### src/rtl/ffa_pkg.sv
package ffa_pkg;

  localparam int ARENA_UNITS = 4096;
  localparam int UNIT_BYTES  = 8;
  localparam int ADDR_W      = 12;
  localparam int SIZE_W      = 13;
  localparam int BYTES_W     = 15;
  localparam int UNIT_SHIFT  = $clog2(UNIT_BYTES);

  localparam logic [SIZE_W-1:0] ARENA_SIZE = SIZE_W'(ARENA_UNITS);

  typedef enum logic [0:0] {
    OP_ALLOC = 1'b0,
    OP_FREE  = 1'b1
  } op_t;

  typedef enum logic [0:0] {
    STAT_OK  = 1'b0,
    STAT_OOM = 1'b1
  } status_t;

  typedef enum logic [3:0] {
    ST_CLEAR,
    ST_IDLE,
    ST_A_FIRST,
    ST_A_EVAL,
    ST_A_SPLIT,
    ST_F_WALK,
    ST_F_R1,
    ST_F_R2,
    ST_F_R3,
    ST_F_W2,
    ST_RESP
  } state_t;

  typedef struct packed {
    logic              we;
    logic [ADDR_W-1:0] waddr;
    logic [ADDR_W-1:0] wdata;
    logic [ADDR_W-1:0] raddr;
  } link_req_t;

  typedef struct packed {
    logic              we;
    logic [ADDR_W-1:0] waddr;
    logic [SIZE_W-1:0] wdata;
    logic [ADDR_W-1:0] raddr;
  } size_req_t;

  // saturating add of two block sizes
  function automatic logic [SIZE_W-1:0] sat_units(logic [SIZE_W-1:0] a,
                                                  logic [SIZE_W-1:0] b);
    logic [SIZE_W:0] s;
    s = {1'b0, a} + {1'b0, b};
    return (s > {1'b0, ARENA_SIZE}) ? ARENA_SIZE : s[SIZE_W-1:0];
  endfunction

endpackage

### src/rtl/ffa_ctrl.sv
module ffa_ctrl (
  input  logic                      clk,
  input  logic                      rst_n,
  input  logic                      in_tvalid,
  output logic                      in_tready,
  input  logic [31:0]               in_tdata,
  input  logic                      in_tuser,
  output logic                      out_tvalid,
  input  logic                      out_tready,
  output logic [15:0]               out_tdata,
  output logic                      out_tuser,
  output ffa_pkg::link_req_t        link_req,
  input  logic [ffa_pkg::ADDR_W-1:0] link_rd,
  output ffa_pkg::size_req_t        size_req,
  input  logic [ffa_pkg::SIZE_W-1:0] size_rd
);

  localparam int AW = ffa_pkg::ADDR_W;
  localparam int SW = ffa_pkg::SIZE_W;
  localparam logic [AW-1:0] LAST_UNIT = AW'(ffa_pkg::ARENA_UNITS - 1);

  ffa_pkg::state_t state_r, state_nxt;
  logic [AW-1:0] clr_r, clr_nxt;
  logic [AW-1:0] head_r, head_nxt;
  logic          empty_r, empty_nxt;
  logic [AW-1:0] blk_r, blk_nxt;
  logic [SW-1:0] need_r, need_nxt;
  logic [AW-1:0] prev_r, prev_nxt;
  logic [AW-1:0] cur_r, cur_nxt;
  logic [AW-1:0] nx_r, nx_nxt;
  logic [AW-1:0] rest_r, rest_nxt;
  logic [SW-1:0] steps_r, steps_nxt;
  logic [AW-1:0] lnx_r, lnx_nxt;
  logic [AW-1:0] lblk_r, lblk_nxt;
  logic [SW-1:0] sblk_r, sblk_nxt;
  logic [SW-1:0] snx_r, snx_nxt;
  logic [SW-1:0] scur_r, scur_nxt;
  logic          res_st_r, res_st_nxt;
  logic [AW-1:0] res_addr_r, res_addr_nxt;
  logic          out_valid_r, out_valid_nxt;
  logic          out_st_r, out_st_nxt;
  logic [AW-1:0] out_addr_r, out_addr_nxt;

  logic [ffa_pkg::BYTES_W-1:0] in_bytes;
  logic [AW-1:0]               in_addr;
  logic [ffa_pkg::BYTES_W:0]   bytes_up;
  logic [SW-1:0]               need_calc;
  logic                        walk_open;
  logic [SW:0]                 cur_end;
  logic [SW-1:0]               have_left;
  logic                        placed;
  logic [SW:0]                 blk_end;
  logic [SW:0]                 cur_tail;

  assign in_bytes  = in_tdata[14:0];
  assign in_addr   = in_tdata[26:15];
  assign bytes_up  = {1'b0, in_bytes} + (ffa_pkg::BYTES_W+1)'(ffa_pkg::UNIT_BYTES - 1);
  assign need_calc = SW'(bytes_up >> ffa_pkg::UNIT_SHIFT) + SW'(1);
  assign walk_open = (steps_r != ffa_pkg::ARENA_SIZE);
  assign cur_end   = {2'b00, cur_r} + {1'b0, need_r};
  assign have_left = size_rd - need_r;
  assign placed    = ((blk_r > cur_r) && (blk_r < link_rd)) ||
                     ((cur_r >= link_rd) && ((blk_r > cur_r) || (blk_r < link_rd)));
  assign blk_end   = {2'b00, blk_r} + {1'b0, sblk_r};
  assign cur_tail  = {2'b00, cur_r} + {1'b0, scur_r};

  assign in_tready  = (state_r == ffa_pkg::ST_IDLE);
  assign out_tvalid = out_valid_r;
  assign out_tuser  = out_st_r;
  assign out_tdata  = {{(16-AW){1'b0}}, out_addr_r};

  always_ff @(posedge clk) begin
    if (!rst_n) begin
      state_r     <= ffa_pkg::ST_CLEAR;
      clr_r       <= '0;
      head_r      <= '0;
      empty_r     <= 1'b0;
      out_valid_r <= 1'b0;
    end else begin
      state_r     <= state_nxt;
      clr_r       <= clr_nxt;
      head_r      <= head_nxt;
      empty_r     <= empty_nxt;
      out_valid_r <= out_valid_nxt;
    end
  end

  always_ff @(posedge clk) begin
    blk_r      <= blk_nxt;
    need_r     <= need_nxt;
    prev_r     <= prev_nxt;
    cur_r      <= cur_nxt;
    nx_r       <= nx_nxt;
    rest_r     <= rest_nxt;
    steps_r    <= steps_nxt;
    lnx_r      <= lnx_nxt;
    lblk_r     <= lblk_nxt;
    sblk_r     <= sblk_nxt;
    snx_r      <= snx_nxt;
    scur_r     <= scur_nxt;
    res_st_r   <= res_st_nxt;
    res_addr_r <= res_addr_nxt;
    out_st_r   <= out_st_nxt;
    out_addr_r <= out_addr_nxt;
  end

  always_comb begin
    state_nxt     = state_r;
    clr_nxt       = clr_r;
    head_nxt      = head_r;
    empty_nxt     = empty_r;
    blk_nxt       = blk_r;
    need_nxt      = need_r;
    prev_nxt      = prev_r;
    cur_nxt       = cur_r;
    nx_nxt        = nx_r;
    rest_nxt      = rest_r;
    steps_nxt     = steps_r;
    lnx_nxt       = lnx_r;
    lblk_nxt      = lblk_r;
    sblk_nxt      = sblk_r;
    snx_nxt       = snx_r;
    scur_nxt      = scur_r;
    res_st_nxt    = res_st_r;
    res_addr_nxt  = res_addr_r;
    out_valid_nxt = out_valid_r && !out_tready;
    out_st_nxt    = out_st_r;
    out_addr_nxt  = out_addr_r;
    link_req      = '0;
    size_req      = '0;

    unique case (state_r)
      ffa_pkg::ST_CLEAR: begin
        link_req.we    = 1'b1;
        link_req.waddr = clr_r;
        size_req.we    = 1'b1;
        size_req.waddr = clr_r;
        size_req.wdata = (clr_r == '0) ? ffa_pkg::ARENA_SIZE : '0;
        clr_nxt        = clr_r + AW'(1);
        if (clr_r == LAST_UNIT) begin
          state_nxt = ffa_pkg::ST_IDLE;
        end
      end

      ffa_pkg::ST_IDLE: begin
        if (in_tvalid) begin
          res_st_nxt   = ffa_pkg::STAT_OK;
          res_addr_nxt = '0;
          need_nxt     = need_calc;
          blk_nxt      = in_addr - AW'(1);
          steps_nxt    = '0;
          if (in_tuser == ffa_pkg::OP_ALLOC) begin
            if (empty_r) begin
              res_st_nxt = ffa_pkg::STAT_OOM;
              state_nxt  = ffa_pkg::ST_RESP;
            end else begin
              link_req.raddr = head_r;
              prev_nxt       = head_r;
              state_nxt      = ffa_pkg::ST_A_FIRST;
            end
          end else begin
            if (in_addr == '0) begin
              state_nxt = ffa_pkg::ST_RESP;
            end else if (empty_r) begin
              // sole list element
              link_req.we    = 1'b1;
              link_req.waddr = in_addr - AW'(1);
              link_req.wdata = in_addr - AW'(1);
              head_nxt       = in_addr - AW'(1);
              empty_nxt      = 1'b0;
              state_nxt      = ffa_pkg::ST_RESP;
            end else begin
              link_req.raddr = head_r;
              cur_nxt        = head_r;
              state_nxt      = ffa_pkg::ST_F_WALK;
            end
          end
        end
      end

      ffa_pkg::ST_A_FIRST: begin
        cur_nxt        = link_rd;
        link_req.raddr = link_rd;
        size_req.raddr = link_rd;
        state_nxt      = ffa_pkg::ST_A_EVAL;
      end

      ffa_pkg::ST_A_EVAL: begin
        if (size_rd == need_r) begin
          if (prev_r == cur_r) begin
            empty_nxt = 1'b1;
          end else begin
            link_req.we    = 1'b1;
            link_req.waddr = prev_r;
            link_req.wdata = link_rd;
            head_nxt       = prev_r;
          end
          res_addr_nxt = cur_r + AW'(1);
          state_nxt    = ffa_pkg::ST_RESP;
        end else if ((size_rd > need_r) && (cur_end < (SW+1)'(ffa_pkg::ARENA_UNITS))) begin
          // split: remainder header first, then front size and the prev link
          rest_nxt       = cur_end[AW-1:0];
          link_req.we    = 1'b1;
          link_req.waddr = cur_end[AW-1:0];
          link_req.wdata = link_rd;
          size_req.we    = 1'b1;
          size_req.waddr = cur_end[AW-1:0];
          size_req.wdata = have_left;
          prev_nxt       = (prev_r == cur_r) ? cur_end[AW-1:0] : prev_r;
          head_nxt       = (prev_r == cur_r) ? cur_end[AW-1:0] : prev_r;
          res_addr_nxt   = cur_r + AW'(1);
          state_nxt      = ffa_pkg::ST_A_SPLIT;
        end else if ((cur_r == head_r) || !walk_open) begin
          res_st_nxt = ffa_pkg::STAT_OOM;
          state_nxt  = ffa_pkg::ST_RESP;
        end else begin
          prev_nxt       = cur_r;
          cur_nxt        = link_rd;
          link_req.raddr = link_rd;
          size_req.raddr = link_rd;
          steps_nxt      = steps_r + SW'(1);
        end
      end

      ffa_pkg::ST_A_SPLIT: begin
        size_req.we    = 1'b1;
        size_req.waddr = cur_r;
        size_req.wdata = need_r;
        link_req.we    = 1'b1;
        link_req.waddr = prev_r;
        link_req.wdata = rest_r;
        state_nxt      = ffa_pkg::ST_RESP;
      end

      ffa_pkg::ST_F_WALK: begin
        if (placed) begin
          nx_nxt         = link_rd;
          size_req.raddr = blk_r;
          link_req.raddr = link_rd;
          state_nxt      = ffa_pkg::ST_F_R1;
        end else if (!walk_open) begin
          state_nxt = ffa_pkg::ST_RESP;
        end else begin
          cur_nxt        = link_rd;
          link_req.raddr = link_rd;
          steps_nxt      = steps_r + SW'(1);
        end
      end

      ffa_pkg::ST_F_R1: begin
        sblk_nxt       = size_rd;
        lnx_nxt        = link_rd;
        size_req.raddr = nx_r;
        state_nxt      = ffa_pkg::ST_F_R2;
      end

      ffa_pkg::ST_F_R2: begin
        snx_nxt        = size_rd;
        size_req.raddr = cur_r;
        state_nxt      = ffa_pkg::ST_F_R3;
      end

      ffa_pkg::ST_F_R3: begin
        scur_nxt = size_rd;
        if (blk_end == {2'b00, nx_r}) begin
          // merge with the following block
          size_req.we    = 1'b1;
          size_req.waddr = blk_r;
          size_req.wdata = ffa_pkg::sat_units(sblk_r, snx_r);
          sblk_nxt       = ffa_pkg::sat_units(sblk_r, snx_r);
          link_req.we    = 1'b1;
          link_req.waddr = blk_r;
          if (cur_r == nx_r) begin
            link_req.wdata = blk_r;
            head_nxt       = blk_r;
            state_nxt      = ffa_pkg::ST_RESP;
          end else begin
            link_req.wdata = lnx_r;
            lblk_nxt       = lnx_r;
            state_nxt      = ffa_pkg::ST_F_W2;
          end
        end else begin
          link_req.we    = 1'b1;
          link_req.waddr = blk_r;
          link_req.wdata = nx_r;
          lblk_nxt       = nx_r;
          state_nxt      = ffa_pkg::ST_F_W2;
        end
      end

      ffa_pkg::ST_F_W2: begin
        link_req.we    = 1'b1;
        link_req.waddr = cur_r;
        if (cur_tail == {2'b00, blk_r}) begin
          size_req.we    = 1'b1;
          size_req.waddr = cur_r;
          size_req.wdata = ffa_pkg::sat_units(scur_r, sblk_r);
          link_req.wdata = lblk_r;
        end else begin
          link_req.wdata = blk_r;
        end
        head_nxt  = cur_r;
        state_nxt = ffa_pkg::ST_RESP;
      end

      ffa_pkg::ST_RESP: begin
        if (!out_valid_r || out_tready) begin
          out_valid_nxt = 1'b1;
          out_st_nxt    = res_st_r;
          out_addr_nxt  = res_addr_r;
          state_nxt     = ffa_pkg::ST_IDLE;
        end
      end

      default: begin
        state_nxt = ffa_pkg::ST_IDLE;
      end
    endcase
  end

  a_clear_no_out: assert property (@(posedge clk) disable iff (!rst_n)
    (state_r == ffa_pkg::ST_CLEAR) |-> !out_valid_r)
    else $error("result word during clearing pass");

  a_idle_no_write: assert property (@(posedge clk) disable iff (!rst_n)
    (state_r == ffa_pkg::ST_IDLE) |-> (!size_req.we && (!link_req.we || in_tvalid)))
    else $error("store written while idle");

  a_oom_zero: assert property (@(posedge clk) disable iff (!rst_n)
    (out_valid_r && (out_st_r == ffa_pkg::STAT_OOM)) |-> (out_addr_r == '0))
    else $error("failed allocate carries an address");

  a_resp_to_idle: assert property (@(posedge clk) disable iff (!rst_n)
    ((state_r == ffa_pkg::ST_RESP) && (!out_valid_r || out_tready))
      |=> (state_r == ffa_pkg::ST_IDLE) && out_valid_r)
    else $error("result not loaded into output register");

endmodule

### config.mk
export PLATFORM = sky130hd
export DESIGN_NAME = ffa_ctrl
export DESIGN_NICKNAME = d
export VERILOG_FILES = /design/src/rtl/ffa_pkg.sv /design/src/rtl/ffa_ctrl.sv
export SDC_FILE = /design/constraint.sdc
export NUM_CORES = 1
export LEC_CHECK = 0
export BUFFER_PORTS_ARGS = -buffer_cell sky130_fd_sc_hd__buf_2
export CORE_UTILIZATION = 30
export DETAILED_ROUTE_END_ITERATION = 8
export GPL_TIMING_DRIVEN = 0
export HOLD_SLACK_MARGIN = 0.06
export PLACE_DENSITY = 0.49
export SETUP_SLACK_MARGIN = 0.4
export SLEW_MARGIN = 30
export SYNTH_ARGS = -nofsm -noshare
export SYNTH_HDL_FRONTEND = slang
export SYNTH_SLANG_ARGS = --single-unit
### constraint.sdc
create_clock -name clk -period 6.4 [get_ports clk]
set_clock_uncertainty 0.1 [all_clocks]
set_input_delay 1.6 -clock clk [delete_from_list [all_inputs] [get_ports clk]]
set_output_delay 1.6 -clock clk [all_outputs]
set_load 0.01 [all_outputs]
After elaboration in Yosys (flattened, before gate mapping) --
Cells that the tools add are included.
Cells by class: div/mod/pow operators 0, mux-type cells 102, shifts and indexed selects 0, bitwise logic cells 1, reductions and logical operators 34, equality and inequality tests 42, add/sub/neg operators 12, multiply operators 0, $lt $le $gt $ge 7
Operators by type and width (number):
- $mux W12 | 40
- $pmux W12 S4 | 3
- $mux W13 | 10
- $pmux W26 S5 | 1
- $mux W25 | 5
- $pmux W12 S5 | 2
- $mux W26 | 3
- $pmux W13 S6 | 1
- $mux W37 | 2
- $mux W4 | 13
- $pmux W12 S2 | 2
- $add A12 B13 Y14 | 3
- $pmux W4 S10 | 1
- $pmux W13 S3 | 1
- $mux W38 | 1
- $eq A12 B12 Y1 | 3
- $ne A2 B2 Y1 const B | 17
- $add A13 B13 Y14 | 2
- $eq A14 B12 Y1 | 2
- $gt A14 B13 Y1 const B | 2
- $add A13 B1 Y13 const B | 2
- $pmux W13 S2 | 1
- $add A12 B1 Y12 const B | 2
- $logic_not A12 Y1 | 2
- other kinds (37) | 77
Storage, ports and cells: output and inout bits 94, bits in registers 205, bits in writable memories 0, bits in latches 0, memory bits (read-only) 0, input bits 62, logic and storage cells 219, memories kept 0

Logic depth before layout (Yosys ltp) --
Gate-level depths: netlist of the first run.
depth after elaboration 7, depth in mapped cells 16, gate-level depth less buffers 14

Worst setup path after synthesis of the first run --
Ideal clock, no wire load.
kind in2out, start point input size_rd[5] (netlist bit), end point output size_req[31] (netlist bit), setup slack 213 ps, data required time 4700 ps, cell stages on the path 14, buffers on the path 3, arrival time 4487 ps, cell sequence ha_1 -> nand3_1 -> nor3_1 -> a21boi_0 -> o211ai_1 -> a21oi_1 -> and2_1 -> clkbuf_1 -> nand2_1 -> inv_1 -> clkbuf_1 -> clkbuf_1 -> nand2_1 -> nand4_1
RTL lines:
- from (decl) | line ffa_ctrl.sv:15 | input logic [ffa_pkg::SIZE_W-1:0] size_rd
- to (decl) | line ffa_ctrl.sv:14 | output ffa_pkg::size_req_t size_req,

==> results of run 1 <==
==> cell usage in the layout, fill, tap and decap left out, types with 11 or more instances in the layout <==
master	synthesis	final
xor2_1	61	61
o31ai_1	25	19
and3_1	22	22
ha_4	0	20
a211oi_1	31	25
a222oi_1	13	13
nand4_1	28	28
mux2_2	38	38
clkbuf_2	0	11
and2_1	16	15
o21ai_0	105	78
a22o_1	18	18
mux2i_1	63	58
nand2_1	154	149
nand2b_1	19	16
nand3_1	39	31
a31oi_1	16	16
edfxtp_1	175	175
clkbuf_16	0	31
a21o_1	20	19
buf_2	5	128
o211ai_1	16	16
inv_1	92	78
nor2b_1	17	14
o21bai_1	16	12
buf_6	0	33
nor3_1	33	26
nor4_1	21	16
dfxtp_1	30	30
ha_1	117	91
nor2_1	168	163
buf_4	4	96
xnor2_1	89	87
clkbuf_1	79	51
o21ai_1	0	17
a21oi_1	108	93
==> worst max-delay path: cells and delay by family (launching register included) <==
family          cells  cell delay [ns]
buf+inv             2             0.40
simple gates        3             1.45
compound gates      6             1.17
fa+ha+maj           2             0.57
flops               1             0.43
==> metal layers <==
metal,vias up,GRT usage (%),share of wire (%)
met5,-,0,0.010
met4,2,11.98,5.1
met3,193,3.960,8.6
met2,906,40.43,43
met1,8140,36.95,43
li1,7456,-,-
==> where the power goes <==
part	switching, W	leakage (nW)	internal, W	total [W]
Clock	0.000678	0.441	0.000941	0.00162
Combinational	0.000132	6.18	0.0000910	0.000223
Sequential	0.00000237	1.87	0.00144	0.00144
Total	0.000812	8.48	0.00247	0.00328
==> metrics by stage <==
step	worst slack (ns)	TNS, ns	std cells	cell area [sq um]	utilization, %
after floorplan	0.4615	0	1830	16660	-
after CTS	0.1083	0	2828	20650	38.00
after detailed placement	-1.582	-53.30	2722	18440	33.94
after global placement	-1.622	-76.66	2715	18320	33.71
final	0.09594	0	2879	21910	40.32
after global routing	0.02420	0	2879	21910	40.32
==> worst paths after layout <==
path / slack [ns] / to / start
max: 0.1 / size_req[16] / scur_r[0]
min: 0.32 / out_addr_r[7] / res_addr_r[7]
max reg2reg: 1.67 / head_r[0] / blk_r[4]
min reg2reg: 0.32 / out_addr_r[7] / res_addr_r[7]
==> final cells by class <==
cell class	instances	share of cell area, %
Timing Repair Buffer	260	8.686
Inverter	92	1.673
Clock inverter	19	0.9994
Clock buffer	31	3.152
Multi-Input combinational cell	1442	51.84
Sequential cell	205	26.73
Tap cell	739	4.220
Buffer	91	2.707
==> repair_timing <==
action                                  CTS  global route
setup buffers                            52            49
pin swaps                                38            63
endpoints found under the hold margin     0             0
cloned                                    4             2
gates resized for setup                 203           201
endpoints found under the setup margin   87            71
==> logic make-up (layout without fill, tap and decap cells) <==
| group | after synthesis | after routing | share of synthesized area, % |
|---|---|---|---|
| AO/OA/AOI/OAI | 494 | 494 | 20.19 |
| XOR/XNOR | 150 | 150 | 7.890 |
| adder cells (fa/ha/maj) | 125 | 125 | 9.633 |
| buffers and inverters | 183 | 493 | 4.253 |
| flip-flops | 205 | 205 | 35.17 |
| multiplexers | 101 | 101 | 6.357 |
| other | 1 | 4 | 0.02252 |
| AND/OR/NAND/NOR | 568 | 568 | 16.49 |
==> registers in the layout, summed over array words and instances, names as in the netlist, 13 cells and up <==
register  cells
need_r       13
sblk_r       13
steps_r      13
snx_r        13
scur_r       13
==> metrics.md, run 1 <==
| Metric | Value |
|---|---|
| Status | `complete, no violations` |
| Max Fclk | `158.6 MHz` |
| # diodes | `0` |
| Synth Area per Inst | `about 9.1 sq um` |
| GRT overflow | `0` |
| Relative slew slack | `35.67%` |
| Critical Path RT | `4.70 ns` |
| CTS clk-pin slew, worst paths | `0.06 ns` |
| DIE WIDTH | `237.6 um` |
| Number of detailed-route iterations in the first pass | `6` |
| Clock root cell | `clkbuf_16` |
| Pin count of the biggest net entering global routing | `29` |
| Pleak | `8.485 nW` |
| Yosys warns | `0` |
| Clk Latency, worst-skew pair | `0.59 ns` |
| Drt via density | `5.800` |
| Critical path startpoint category | `register` |
| EDFF count, synth | `175` |
| Number of global-route vias before repair | `roughly 16,000` |
| Area Growth Syn to Fin | `31.58%` |
| Hold Crit Depth | `0` |
| Initial Utilization | `30.64%` |
| CTS max path bufs | `3` |
| Drt wl/cell | `26.90 um` |
| Maximum vdd drop | `around 0.18 mV` |
| # rows | `85` |
| DR iter-0 viols | `1,795` |
| Initial antenna violation count | `2` |
| Gpl congestion | `0.9583` |
| Slew Limit Fails | `0` |
| Mapped cell area | `16,650 sq um` |
| Final setup vio count | `0` |
| # IOs | `156` |
| Worst Tran Pin Value | `0.9639 ns` |
| Final hold violation count | `0` |
| P per Cell Area | `about 150 nW/um^2` |
| DP Wirelength | `56,650 um` |
| Synth top area cells | `edfxtp_1, ha_1, xnor2_1` |
| CP max-delay cell | `or4b_1` |
| Final worst path period need | `6.304 ns` |
| Asr flop ratio synth | `0%` |
| Register area | `5856 sq um` |
| Port buffer count | `146` |
| Crit Path Category | `reg -> out` |
| CP Max Fanout | `8` |
| Hold Buf Count CTS | `0` |
| WP data arrival | `4.60 ns` |
| Filler cells | `5,451` |
| Core area | `54,350 sq um` |
| Multi-input logic area | `11,360 sq um` |
| Post-synthesis cell type count | `between 80 and 90` |
| TritonCTS buffer count | `27` |
| Count of state elements after synthesis | `205` |
| Max cap viols | `0` |
| CTS tree | `yes` |
| Unrepaired setup endpoints after global routing | `true` |
| Post-DRT Antenna Nets | `0` |
| Total power | `0.003285 W` |
| Most frequent cell after synthesis | `edfxtp_1` |
| Final nets | `between 2,000 and 2,500` |
| Die Ht | `237.6 um` |
| Crit-path cells | `ha_4, fa_2, a211o_4, a21oi_4, o311ai_4, or4_1, or4b_1, or4_4, a2111oi_4, buf_6, a21oi_1, o31ai_1, buf_2` |
| DRC Markers | `0` |
| First-pass GRT wire length | `around 110,000 um` |
| Tcrit/Tclk final | `98.50%` |
| Synth cell count leaders | `edfxtp_1, nor2_1, nand2_1` |
| WHS | `around 0.32 ns` |
| Min-Delay Path Class | `reg -> reg` |
| Post-Route WL | `77,440 um` |
| Routed via count | `approximately 17,000` |
| Cell taking the most area after synthesis | `edfxtp_1` |
| Predominant post-synthesis flop cell | `edfxtp_1` |
| Top-area cell type share of the netlist area | `a little under a third` |
| CTS H-tree lvls | `1` |
| Max incr delay on CP | `0.51 ns` |
| Crit end category | `output port` |
| Tot GR Track Use | `about a quarter` |
| R2r worst-path depth | `17` |
| Mapped Cells | `1,827` |
| Die ar. | `approximately 56,000 sq um` |
| Sequential area share after synthesis | `about a third` |
| Clk sink count | `205` |
| Share of layout cells above drive strength 1 | `26.87%` |
Note: power is estimated with default switching activity, not from simulation.
==> run 2: changes to the inputs <==
--- a/config.mk
+++ b/config.mk
@@ -5,6 +5,7 @@
 export SDC_FILE = /design/constraint.sdc
 export NUM_CORES = 1
 export LEC_CHECK = 0
+export ABC_AREA = 1
 export BUFFER_PORTS_ARGS = -buffer_cell sky130_fd_sc_hd__buf_2
 export CORE_UTILIZATION = 30
 export DETAILED_ROUTE_END_ITERATION = 8
==> constraint.sdc (replaced) <==
create_clock -name clk -period 6.4 [get_ports clk]
set_clock_uncertainty 0.1 [all_clocks]
set_input_delay 0.32 -clock clk [delete_from_list [all_inputs] [get_ports clk]]
set_output_delay 0.32 -clock clk [all_outputs]
set_load 0.01 [all_outputs]
==> run 2 against run 1 <==
Flip-flop and latch count unchanged. Count of clock-buffer cells in the layout decreased by 2. Setup slack gained 0.90 ns. Critical path depth did not move. Hold slack worse by 0.22 ns. Clock power decreased by 6%. Synthesized cell count is 36% higher. Critical path type unchanged. Final area down 4.9%. Area after synthesis increased by 7.2%. Largest power group is now sequential cells.
==> metrics.md, run 2 <==
| Metric | Value |
|---|---|
| Status | `complete, no violations` |
| Hold Buf Count CTS | `32 (+32)` |
| CTS max path bufs | `3 (unchanged)` |
| Final worst path period need | `5.403 ns (-0.9006 ns)` |
| CTS H-tree lvls | `1 (unchanged)` |
| Top-area cell type share of the netlist area | `29.44% (-2.1 points)` |
| Crit end category | `output port` |
| Most frequent cell after synthesis | `nand2_1` |
| Relative slew slack | `34.10% (-1.6 points)` |
| Register area | `5856 sq um (unchanged)` |
| CTS tree | `yes` |
| FF-to-FF setup slack | `1.57 ns (-0.10 ns)` |
| Unrepaired setup endpoints after global routing | `false` |
| Leading cell type in the layout, fill and taps excluded | `nand2_1` |
| Filler cells | `6,251 (+15%)` |
| Number of detailed-route iterations in the first pass | `7 (+1)` |
| Synth Area per Inst | `7.178 sq um (-21%)` |
| Asr flop ratio synth | `0% (unchanged)` |
| R2r worst-path depth | `12 (-5)` |
| Critical path startpoint category | `register` |
| CP max-delay cell | `edfxtp_1` |
| Max Fclk | `185.1 MHz (+17%)` |
| Yosys warns | `0 (unchanged)` |
| DR iter-0 viols | `1,861 (+3.7%)` |
| Worst Hold End | `need_r[5]` |
| Count of state elements after synthesis | `205 (unchanged)` |
| Initial Utilization | `30.31% (-0.33 points)` |
| EDFF count, synth | `175 (unchanged)` |
| CTS clk-pin slew, worst paths | `0.06 ns (about the same)` |
| TritonCTS buffer count | `27 (unchanged)` |
| Most frequent cells in the layout | `nand2_1, inv_1, nor2_1, nand3_1, buf_2` |
| Hold_sp | `in_tdata[7]` |
| Post-Layout Cell Count | `3,498 (+22%)` |
| Worst Tran Pin Value | `0.9885 ns (+0.02469 ns)` |
| Critical Path RT | `5.98 ns (+1.28 ns)` |
| Predominant post-synthesis flop cell | `edfxtp_1` |
| Max cap viols | `0 (unchanged)` |
| Clk sink count | `205 (unchanged)` |
| Sequential area share after synthesis | `32.80% (-2.4 points)` |
| Min-Delay Path Class | `in -> reg` |
| Clock root cell | `clkbuf_16` |
| Post-placement cell count | `3,415 (+25%)` |
| Clk Latency, worst-skew pair | `0.59 ns (about the same)` |
| Setup Slack @ Placement | `1.759 ns (+3.342 ns)` |
| Crit-path cells | `buf_2, clkinv_1, ha_1, nand2_1, nor3_1, nand2_1, nand3_1, nand4_1, nand4_1, clkbuf_1, nand3_1, o2111ai_1, buf_2` |
| Synth cell count leaders | `nand2_1, inv_1, nor2_1` |
| First-pass GRT wire length | `121,600 um (+11%)` |
| Number of global-route vias before repair | `17,604 (+11%)` |
| Synth top area cells | `edfxtp_1, nand2_1, ha_1` |
| CP Max Fanout | `10 (+2)` |
| FF-to-FF Start | `cur_r[9]` |
| Post-Route WL | `85,410 um (+10%)` |
| Post-DRT Antenna Nets | `0 (unchanged)` |
| Initial antenna violation count | `7 (+5)` |
| # IOs | `156 (unchanged)` |
| Share of layout cells above drive strength 1 | `10.90% (-16 points)` |
| DP Wirelength | `68,690 um (+21%)` |
| Crit Path Category | `reg -> out` |
| Routed via count | `18,817 (+13%)` |
| Post-CTS setup buffers | `0 (-100%)` |
| Final setup vio count | `0 (unchanged)` |
| Cts repair resizes | `0 (-100%)` |
| Pleak | `9.429 nW (+11%)` |
| Core area | `58,910 sq um (+8.4%)` |
| Die ar. | `60,490 sq um (+7.2%)` |
| Cell taking the most area after synthesis | `edfxtp_1` |
| Pin count of the biggest net entering global routing | `23 (-21%)` |
| Post-synthesis cell type count | `64 (-23%)` |
| GRT overflow | `0 (unchanged)` |
| WP data arrival | `4.98 ns (+0.38 ns)` |
| Drt via density | `5.379 (-7.2%)` |
| Final nets | `2,888 (+25%)` |
| Area Growth Syn to Fin | `16.74%` |
| Die Ht | `245.9 um (+3.5%)` |
| # rows | `89 (+4.7%)` |
| WHS | `0.1012 ns (-0.2167 ns)` |
| DRC Markers | `0 (unchanged)` |
| Multi-input logic area | `10,310 sq um (-9.2%)` |
| Hold Crit Depth | `3 (+3)` |
| P per Cell Area | `201.2 nW/um^2 (+34%)` |
| Maximum vdd drop | `0.1925 mV (+5.4%)` |
| Mapped cell area | `17,850 sq um (+7.2%)` |
| Setup ws final | `0.9966 ns (+0.9006 ns)` |
| Max incr delay on CP | `0.66 ns (+0.15 ns)` |
| Drt wl/cell | `24.42 um (-9.2%)` |
| R2R Path End | `nx_r[10]` |
| DIE WIDTH | `245.9 um (+3.5%)` |
| Delay-heaviest family, CP | `simple AND/OR/NAND/NOR gates` |
| Mapped Cells | `2,487 (+36%)` |
| Port buffer count | `146 (unchanged)` |
| Slew Limit Fails | `0 (unchanged)` |
| Final hold violation count | `0 (unchanged)` |
| Tcrit/Tclk final | `84.43% (-14 points)` |
| Tot GR Track Use | `27.78% (+1.2 points)` |
| Final TNS setup | `0 ns (unchanged)` |
| Buf/Inv on CP | `4 (+2)` |
| Gpl congestion | `0.9815 (+2.4%)` |
run 2: through the flow:
step           utilization, %  total power, W  cell area, sq um
4_1_cts                 35.38        0.004193             20840
5_1_grt                 35.38        0.004352             20840
6_report                35.38        0.004194             20840
3_5_place_dp            33.37        0.002647             19660
2_1_floorplan               -        0.002226             17860
3_3_place_gp            33.21        0.002628             19560
run 2: where the power goes:
group / internal [W] / switching, W
registers: 0.00153 / 0.0000915
logic: 0.000325 / 0.000714
clock network: 0.000858 / 0.000674
run 2: how the worst max path moves through the flow:
stage	startpoint	to	slack [ns]	cells after the start
2_1_floorplan	cur_r[1]	steps_r[0]	2.55	14
3_3_place_gp	cur_r[9]	cur_r[10]	0.20	13
3_5_place_dp	cur_r[9]	nx_r[9]	1.76	12
4_1_cts	cur_r[9]	size_req[0]	1.12	13
5_1_grt	cur_r[9]	link_req[5]	0.75	13
6_report	cur_r[9]	link_req[0]	1.0	13
run 2: layout make-up:
class	instances	share of cell area, %
diodes	1	0.01201
plain buffers	72	1.657
clock buffers	29	3.278
clock inverters	21	0.8645
inverters	370	6.670
multi-input cells	1843	49.46
flip-flops and latches	205	28.10
well taps	773	4.641
repair buffers	184	5.319
run 2: routing by layer:
layer | part of all wire (%) | track usage (%)
met2 | 44 | 43.59
met3 | 7.0 | 3.863
met4 | 4.1 | 10.74
met1 | 45 | 38.27
met5 | 0.048 | 0
run 2: kinds of logic after synthesis:
family | synth area share, %
other cells | 0.02101
compound gates | 12.88
simple gates | 30.04
xor+xnor | 5.628
fa+ha+maj | 8.873
flops | 32.80
mux | 0.05607
buf+inv | 9.700
run 2: worst reg2reg max path: cells and delay by family (launching register included):
kind,cells,cell delay [ns]
DFF,1,0.66
buffers and inverters,4,1.73
and+or+nand+nor,7,1.48
adders and majority gates,1,0.50
